===== config.mk =====
export PLATFORM = sky130hd
export DESIGN_NAME = bc_texture_block_decoder
export DESIGN_NICKNAME = d
export VERILOG_FILES = /design/src/design/bctd_pkg.sv /design/src/design/bc_texture_block_decoder.sv /design/src/design/bctd_front.sv /design/src/design/bctd_queue.sv /design/src/design/bctd_back.sv
export SDC_FILE = /design/constraint.sdc
export NUM_CORES = 2
export LEC_CHECK = 0
export ABC_CLOCK_PERIOD_IN_PS = 16900
export BUFFER_PORTS_ARGS = -buffer_cell sky130_fd_sc_hd__buf_2
export CAP_MARGIN = 30
export CELL_PAD_IN_SITES_DETAIL_PLACEMENT = 0
export CELL_PAD_IN_SITES_GLOBAL_PLACEMENT = 1
export CORE_MARGIN = 5
export CORE_UTILIZATION = 40
export CTS_CLUSTER_DIAMETER = 200
export DETAILED_ROUTE_END_ITERATION = 7
export PLACE_DENSITY_LB_ADDON = 0.08
export RECOVER_POWER = 50
export SETUP_SLACK_MARGIN = 0.1
export SLEW_MARGIN = 20
export SYNTH_ARGS = -nofsm -noshare
export SYNTH_HDL_FRONTEND = slang
export SYNTH_SLANG_ARGS = --single-unit
export TNS_END_PERCENT = 30

===== constraint.sdc =====
create_clock -name clk -period 16.9 [get_ports clk]
set_clock_uncertainty 0.15 [all_clocks]
set_input_delay 0.845 -clock clk [delete_from_list [all_inputs] [get_ports clk]]
set_output_delay 0.845 -clock clk [all_outputs]
set_load 0.01 [all_outputs]

===== src/design/bctd_pkg.sv =====
// Shared types, constants and palette functions for the BC texture block decoder.
// Used by every module of the decoder; depends on nothing else.
package bctd_pkg;

	localparam int unsigned FMT_W = 2;
	localparam logic [3:0] LAST_PIX = 4'd15;
	localparam logic [7:0] LEVEL_MAX = 8'hFF;

	typedef enum logic [FMT_W-1:0] {
		FMT_BC1 = 2'd0,
		FMT_BC3 = 2'd1,
		FMT_BC4 = 2'd2,
		FMT_BC5 = 2'd3
	} format_e;

	typedef struct packed {
		logic [63:0] color_word;
		logic [63:0] channel_word;
		logic [63:0] second_channel_word;
	} in_item_t;

	typedef struct packed {
		logic [31:0] pixel;
		logic [3:0]  pixel_index;
		logic        last_pixel;
	} out_item_t;

	typedef logic [3:0][23:0] cpal_t;
	typedef logic [7:0][7:0]  lpal_t;

	// One decoded block waiting for the pixel sequencer.
	typedef struct packed {
		format_e     mode;
		cpal_t       cpal;
		lpal_t       apal;
		lpal_t       gpal;
		logic [31:0] cidx;
		logic [47:0] aidx;
		logic [47:0] gidx;
	} pal_entry_t;

	typedef struct packed {
		logic full;
		logic empty;
	} queue_stat_t;

	// Division by small constants through a reciprocal multiply. Each constant
	// is rounded up, and the error stays below the smallest fractional gap for
	// the input ranges that the palettes produce.
	function automatic logic [7:0] div3(input logic [9:0] x);
		logic [22:0] p;
		p = {13'd0, x} * 23'd2731;
		return p[20:13];
	endfunction

	function automatic logic [7:0] div5(input logic [10:0] x);
		logic [22:0] p;
		p = {12'd0, x} * 23'd3277;
		return p[21:14];
	endfunction

	function automatic logic [7:0] div7(input logic [10:0] x);
		logic [22:0] p;
		p = {12'd0, x} * 23'd2341;
		return p[21:14];
	endfunction

	// Widens an RGB565 value by bit replication; channel 0 red, 1 green, 2 blue.
	function automatic logic [2:0][7:0] unpack565(input logic [15:0] c);
		logic [2:0][7:0] rgb;
		rgb[0] = {c[15:11], c[15:13]};
		rgb[1] = {c[10:5], c[10:9]};
		rgb[2] = {c[4:0], c[4:2]};
		return rgb;
	endfunction

	// Entries are {blue, green, red}; the three-color set applies only in BC1.
	function automatic cpal_t color_palette(input logic [31:0] ends, input logic allow_three);
		logic [2:0][7:0] a;
		logic [2:0][7:0] b;
		logic            four;
		logic [8:0]      sum;
		cpal_t           pal;
		a = unpack565(ends[15:0]);
		b = unpack565(ends[31:16]);
		four = !allow_three || (ends[15:0] > ends[31:16]);
		pal = '0;
		for (int ch = 0; ch < 3; ch++) begin
			pal[0][8*ch +: 8] = a[ch];
			pal[1][8*ch +: 8] = b[ch];
			sum = {1'b0, a[ch]} + {1'b0, b[ch]};
			if (four) begin
				pal[2][8*ch +: 8] = div3({1'b0, a[ch], 1'b0} + {2'b00, b[ch]});
				pal[3][8*ch +: 8] = div3({1'b0, b[ch], 1'b0} + {2'b00, a[ch]});
			end else begin
				pal[2][8*ch +: 8] = sum[8:1];
				pal[3][8*ch +: 8] = 8'h00;
			end
		end
		return pal;
	endfunction

	function automatic lpal_t level_palette(input logic [15:0] ends);
		logic [7:0]  e0;
		logic [7:0]  e1;
		logic [10:0] num;
		lpal_t       pal;
		e0 = ends[7:0];
		e1 = ends[15:8];
		pal = '0;
		pal[0] = e0;
		pal[1] = e1;
		if (e0 > e1) begin
			for (int i = 1; i <= 6; i++) begin
				num = 11'(7 - i) * {3'b000, e0} + 11'(i) * {3'b000, e1};
				pal[i + 1] = div7(num);
			end
		end else begin
			for (int i = 1; i <= 4; i++) begin
				num = 11'(5 - i) * {3'b000, e0} + 11'(i) * {3'b000, e1};
				pal[i + 1] = div5(num);
			end
			pal[6] = 8'h00;
			pal[7] = LEVEL_MAX;
		end
		return pal;
	endfunction

endpackage


===== src/design/bc_texture_block_decoder.sv =====
// BC1/BC3/BC4/BC5 texture block decoder. Each accepted block yields sixteen
// 32-bit pixels in row-major order, one result transaction per cycle while
// the receiver keeps popping, paced by the pixel sequencer in the back end.
// The first pixel of a block passes through the front-end register and the
// queue into the result register when the queue and the result register are
// free. Blocks are accepted while a previous block is still being emitted;
// the input side only reports full once the decoded-block queue and the
// front-end register are both occupied. Depends on bctd_pkg.
module bc_texture_block_decoder
	import bctd_pkg::*;
#(
	parameter int unsigned QUEUE_DEPTH = 2
) (
	input  logic             clk,
	input  logic             arst_n,
	input  logic             push,
	output logic             full,
	input  in_item_t         cblock,
	input  logic             pop,
	output logic             empty,
	output out_item_t        result,
	input  logic             cfg_valid,
	output logic             cfg_ready,
	input  logic [FMT_W-1:0] cfg_data
);

	format_e     mode_q;
	logic        q_wr;
	logic        q_rd;
	pal_entry_t  q_wr_data;
	pal_entry_t  q_rd_data;
	queue_stat_t q_stat;

	assign cfg_ready = 1'b1;

	always_ff @(posedge clk or negedge arst_n) begin
		if (!arst_n) begin
			mode_q <= FMT_BC1;
		end else if (cfg_valid && cfg_ready) begin
			mode_q <= format_e'(cfg_data);
		end
	end

	bctd_front u_front (
		.clk       (clk),
		.arst_n    (arst_n),
		.push      (push),
		.full      (full),
		.cblock    (cblock),
		.mode      (mode_q),
		.q_full    (q_stat.full),
		.q_wr      (q_wr),
		.q_wr_data (q_wr_data)
	);

	bctd_queue #(
		.DEPTH (QUEUE_DEPTH)
	) u_queue (
		.clk     (clk),
		.arst_n  (arst_n),
		.wr      (q_wr),
		.wr_data (q_wr_data),
		.rd      (q_rd),
		.rd_data (q_rd_data),
		.stat    (q_stat)
	);

	bctd_back u_back (
		.clk       (clk),
		.arst_n    (arst_n),
		.q_empty   (q_stat.empty),
		.q_rd      (q_rd),
		.q_rd_data (q_rd_data),
		.pop       (pop),
		.empty     (empty),
		.result    (result)
	);

`ifndef SYNTHESIS
	// The last-pixel flag marks exactly the final position of a block.
	assert property (@(posedge clk) disable iff (!arst_n)
		!empty |-> (result.last_pixel == (result.pixel_index == LAST_PIX)))
		else $error("last_pixel does not match pixel_index");

	// Within a block, pixel positions follow one another without gaps.
	assert property (@(posedge clk) disable iff (!arst_n)
		(pop && !empty && !result.last_pixel) ##1 !empty |->
		(result.pixel_index == 4'($past(result.pixel_index) + 4'd1)))
		else $error("pixel positions skipped or repeated");

	// The input side is only held off by a full queue.
	assert property (@(posedge clk) disable iff (!arst_n)
		full |-> q_stat.full)
		else $error("full asserted while the queue has room");

	// The front end never writes into a full queue.
	assert property (@(posedge clk) disable iff (!arst_n)
		q_stat.full |-> !q_wr)
		else $error("queue written while full");
`endif

endmodule


===== src/design/bctd_front.sv =====
// Front end of the decoder: takes compressed blocks, builds their palettes and
// writes one decoded entry per block into the queue. Depends on bctd_pkg.
module bctd_front
	import bctd_pkg::*;
(
	input  logic       clk,
	input  logic       arst_n,
	input  logic       push,
	output logic       full,
	input  in_item_t   cblock,
	input  format_e    mode,
	input  logic       q_full,
	output logic       q_wr,
	output pal_entry_t q_wr_data
);

	logic     valid_s1;
	in_item_t item_s1;
	format_e  mode_s1;
	logic     accept;

	assign full   = valid_s1 && q_full;
	assign accept = push && !full;
	assign q_wr   = valid_s1 && !q_full;

	always_ff @(posedge clk or negedge arst_n) begin
		if (!arst_n) begin
			valid_s1 <= 1'b0;
		end else if (accept) begin
			valid_s1 <= 1'b1;
		end else if (q_wr) begin
			valid_s1 <= 1'b0;
		end
	end

	// The format is captured with the block so the entry is self-contained.
	always_ff @(posedge clk) begin
		if (accept) begin
			item_s1 <= cblock;
			mode_s1 <= mode;
		end
	end

	always_comb begin
		q_wr_data.mode = mode_s1;
		q_wr_data.cpal = color_palette(item_s1.color_word[31:0], mode_s1 == FMT_BC1);
		q_wr_data.apal = level_palette(item_s1.channel_word[15:0]);
		q_wr_data.gpal = level_palette(item_s1.second_channel_word[15:0]);
		q_wr_data.cidx = item_s1.color_word[63:32];
		q_wr_data.aidx = item_s1.channel_word[63:16];
		q_wr_data.gidx = item_s1.second_channel_word[63:16];
	end

endmodule


===== src/design/bctd_queue.sv =====
// Short queue of decoded blocks between the front end and the pixel sequencer.
// Depends on bctd_pkg for the entry and status types.
module bctd_queue
	import bctd_pkg::*;
#(
	parameter int unsigned DEPTH = 2
) (
	input  logic        clk,
	input  logic        arst_n,
	input  logic        wr,
	input  pal_entry_t  wr_data,
	input  logic        rd,
	output pal_entry_t  rd_data,
	output queue_stat_t stat
);

	localparam int unsigned PTR_W = (DEPTH > 1) ? $clog2(DEPTH) : 1;
	localparam int unsigned CNT_W = $clog2(DEPTH + 1);
	localparam logic [PTR_W-1:0] PTR_LAST = PTR_W'(DEPTH - 1);
	localparam logic [CNT_W-1:0] CNT_FULL = CNT_W'(DEPTH);

	pal_entry_t       mem [DEPTH];
	logic [PTR_W-1:0] wr_ptr_q;
	logic [PTR_W-1:0] rd_ptr_q;
	logic [CNT_W-1:0] count_q;
	logic             do_wr;
	logic             do_rd;

	assign stat.full  = (count_q == CNT_FULL);
	assign stat.empty = (count_q == '0);
	assign do_wr      = wr && !stat.full;
	assign do_rd      = rd && !stat.empty;
	assign rd_data    = mem[rd_ptr_q];

	always_ff @(posedge clk or negedge arst_n) begin
		if (!arst_n) begin
			wr_ptr_q <= '0;
			rd_ptr_q <= '0;
			count_q  <= '0;
		end else begin
			if (do_wr) begin
				wr_ptr_q <= (wr_ptr_q == PTR_LAST) ? '0 : wr_ptr_q + 1'b1;
			end
			if (do_rd) begin
				rd_ptr_q <= (rd_ptr_q == PTR_LAST) ? '0 : rd_ptr_q + 1'b1;
			end
			if (do_wr && !do_rd) begin
				count_q <= count_q + 1'b1;
			end else if (do_rd && !do_wr) begin
				count_q <= count_q - 1'b1;
			end
		end
	end

	always_ff @(posedge clk) begin
		if (do_wr) begin
			mem[wr_ptr_q] <= wr_data;
		end
	end

endmodule


===== src/design/bctd_back.sv =====
// Back end of the decoder: walks the sixteen pixels of the head queue entry and
// drives the result register. Depends on bctd_pkg.
module bctd_back
	import bctd_pkg::*;
(
	input  logic       clk,
	input  logic       arst_n,
	input  logic       q_empty,
	output logic       q_rd,
	input  pal_entry_t q_rd_data,
	input  logic       pop,
	output logic       empty,
	output out_item_t  result
);

	logic       out_valid_q;
	out_item_t  result_q;
	logic [3:0] pix_q;
	logic       load;
	logic [4:0] cofs;
	logic [5:0] lofs;
	logic [1:0] ci;
	logic [2:0] ai;
	logic [2:0] gi;
	logic [31:0] px;

	assign empty  = !out_valid_q;
	assign result = result_q;
	assign load   = !q_empty && (!out_valid_q || pop);
	assign q_rd   = load && (pix_q == LAST_PIX);

	always_comb begin
		cofs = {pix_q, 1'b0};
		lofs = {pix_q, 1'b0} + {2'b00, pix_q};
		ci   = q_rd_data.cidx[cofs +: 2];
		ai   = q_rd_data.aidx[lofs +: 3];
		gi   = q_rd_data.gidx[lofs +: 3];
		unique case (q_rd_data.mode)
			FMT_BC1: px = {LEVEL_MAX, q_rd_data.cpal[ci]};
			FMT_BC3: px = {q_rd_data.apal[ai], q_rd_data.cpal[ci]};
			FMT_BC4: px = {LEVEL_MAX, 16'h0000, q_rd_data.apal[ai]};
			FMT_BC5: px = {LEVEL_MAX, 8'h00, q_rd_data.gpal[gi], q_rd_data.apal[ai]};
			default: px = '0;
		endcase
	end

	always_ff @(posedge clk or negedge arst_n) begin
		if (!arst_n) begin
			out_valid_q <= 1'b0;
			pix_q       <= '0;
		end else begin
			if (load) begin
				out_valid_q <= 1'b1;
				pix_q       <= pix_q + 1'b1;
			end else if (pop) begin
				out_valid_q <= 1'b0;
			end
		end
	end

	always_ff @(posedge clk) begin
		if (load) begin
			result_q.pixel       <= px;
			result_q.pixel_index <= pix_q;
			result_q.last_pixel  <= (pix_q == LAST_PIX);
		end
	end

endmodule


==> metrics.yaml <==
status:
  status: "finished, violations left"
  violations: "max-capacitance violations, max-slew violations"
route:
  routed_via_density: 5.14
  ant_nets: 0
  avgRoutedWirePerCell_um: 20.8
  totalWireLength_mm: 227
  dr.pass1.iters: 5
  routed-via-count: 56000
  drc_errors: 0
  initialDrtViolationCount: 2696
logic_synthesis:
  synth-async-reset-ratio_pct: 1.31
  netlist_area_sq_um: 90000
  synth_edf_count: 907
  yosys_warnings: 0
  ys_seq_area_share_pct: 30.6
  synthCells: 7456
  synthTopCellsByArea: "edfxtp_1 (30%), ha_1 (26%), fa_1 (14%)"
  synth_flop_cell: "edfxtp_1"
  yosysTopAreaCell: "edfxtp_1"
  synth.top_cell.area_share_pct: 30.3
  postSynthAreaPerCell_sq_um: 12.1
  ys_seq_elements: 919
  syn-num-nets: 10200
  synth_cell_type_count: 90
placement:
  dpl-instance-area_sq_um: 95000
  portBuffers: 237
  place_congestion: 0.824
  dp_hpwl_mm: 180
  dp_cells: 10700
critical_path:
  crit_path_end_kind: "register"
  critical_path_class: "register to register"
  critPathMaxFanout: 157
  cp_data_required_time_ps: 17050
  cp-start-kind: "register"
  cp.arrival_ps: 10510
  r2r_slack_ps: 6540
sta:
  rsz0062_at_grt: "no"
  min_period_over_period_pct: 61.3
  fmax_mhz: 96.5
  tightest_slew_ps: 9860
  hold_viol: 0
  finalSetupTns_ps: 0
  slew_violations: 577
  slew_headroom_pct: -558
  setup_viol: 0
  fin_crit_ps: 10360
floorplan:
  die_h_um: 484
  num_io_pins: 239
  core_sq_um: 224000
  die_w_um: 484
  rows: 174
  initial_core_util_pct: 40.1
  dieArea_sq_um: 235000
final_layout:
  fin_area_sq_um: 98700
  drive_above_1_share_pct: 7.42
  syn2layout_area_growth_pct: 9.66
  nFillCells: 21000
  fin_cells: 10900
  fin_nets: 10500
  multiInputGateArea_sq_um: 57500
  final-seq-area_sq_um: 27500
  layout_common_cells: "ha_1 (1,883), inv_1 (1,162), edfxtp_1 (907), fa_1 (650), xnor2_1 (307)"
  final_common_cell: "ha_1"
global_route:
  grt_pass1_vias: 59400
  grt_usage_pct: 19.3
  grt_remaining_overflow: 0
  antenna_found_initial: 14
  grt_max_degree: 158
  grt_pass1_wl_mm: 353
hold_path:
  min_path_type: "input pin to register"
cts:
  cts_htree_levels: 3
  clk_latency_ps: 790
  cts-root-buf: "clkbuf_16"
  cts_hold_buf: 22
  cts_tree: "yes"
  cts_buffers: 109
  cts_setup_buffers: 0
  cts_sinks: 919
  ctsLongestPathBuffers: 3
  clk_pin_slew_worst_paths_ps: 60
  ctsResizeCount: 0
flow_run:
  maxCapViolations: 17
==> worst max-delay path: stages (launching register included) <==
cell	delay, ps
dfrtp_1	420
nand2b_1	160
nand2_1	120
nor2_1	190
clkbuf_1	6860
buf_4	1110
buf_4	740
==> routing by layer <==
layer	wire, um	vias to the layer above	global-route usage (%)
li1	-	27300	-
met1	109000	27900	27.2
met2	106000	707	32.0
met3	7520	197	2.46
met4	4200	0	4.06
met5	0	-	0
==> sequential cells by signal (all words and copies together) (netlist names) <==
signal,cells
u_queue.mem,676
u_front.q_wr_data,192
u_back.result,37
u_back.pix_q,4
mode_q,2
u_front.mode_s1,2
u_queue.count_q,2
u_back.out_valid_q,1
u_front.valid_s1,1
u_queue.rd_ptr_q,1
u_queue.wr_ptr_q,1
==> synth_stat cells, drive strengths merged, types with 22 or more instances <==
library cell  count
clkbuf           40
mux2             32
inv            1165
buf              64
o21a             58
edfxtp          907
mux4            156
nand3            67
o21ai           174
a211oi           30
a21oi           289
nor3             82
nor2b            58
mux2i           230
or3              35
nand2           186
nand4            22
and3             38
a21o            118
xnor2           308
a31oi            34
o31ai            22
ha             1883
nor2            267
xor2            132
fa              650
nand2b           51
o21bai           90
==> through the flow <==
step / hold slack [ps] / worst slack, ps / utilization, %
after floorplan: 271 / 1100 / -
after global placement: 273 / 7830 / 42.3
after detailed placement: 281 / 8110 / 42.4
after CTS: 0.304 / 8100 / 44.1
after global routing: 28.8 / 5560 / 44.0
final: 82.3 / 6540 / 44.0
==> kinds of logic (layout without fill, tap and decap cells) <==
kind of cell	Yosys count	in the layout	share of synthesized area, %
simple gates	875	875	4.69
fa+ha+maj	2533	2533	40.6
flops	919	919	30.6
xor+xnor	442	442	4.33
buf+inv	1270	1712	5.60
other cells	1	9	0.00417
mux	418	418	6.93
compound gates	998	998	7.19
==> final cells by class <==
type                    count  share of cell area [%]
diodes                      8                  0.0203
multi-input cells        5267                    58.3
clock buffers             122                    2.81
flip-flops and latches    919                    27.9
well taps                2992                    3.79
clock inverters            79                   0.818
inverters                1165                    4.43
repair buffers            346                    1.95
==> final timing paths <==
kind	startpoint	to	cells after the start
worst max register to register	u_queue.count_q[0]	u_queue.mem[0][150]	6
min in group asynchronous	arst_n	u_queue.wr_ptr_q	2
worst min-delay path	cblock[86]	u_front.q_wr_data[54]	1
max in group asynchronous	arst_n	u_back.pix_q[0]	2
worst min register to register	u_front.q_wr_data[31]	u_queue.mem[0][31]	0
worst max-delay path	u_queue.count_q[0]	u_queue.mem[0][150]	6
Power is left out: the tool's default activity adds up to more than one toggle a clock period on the data nets, which glitch-free logic cannot reach.
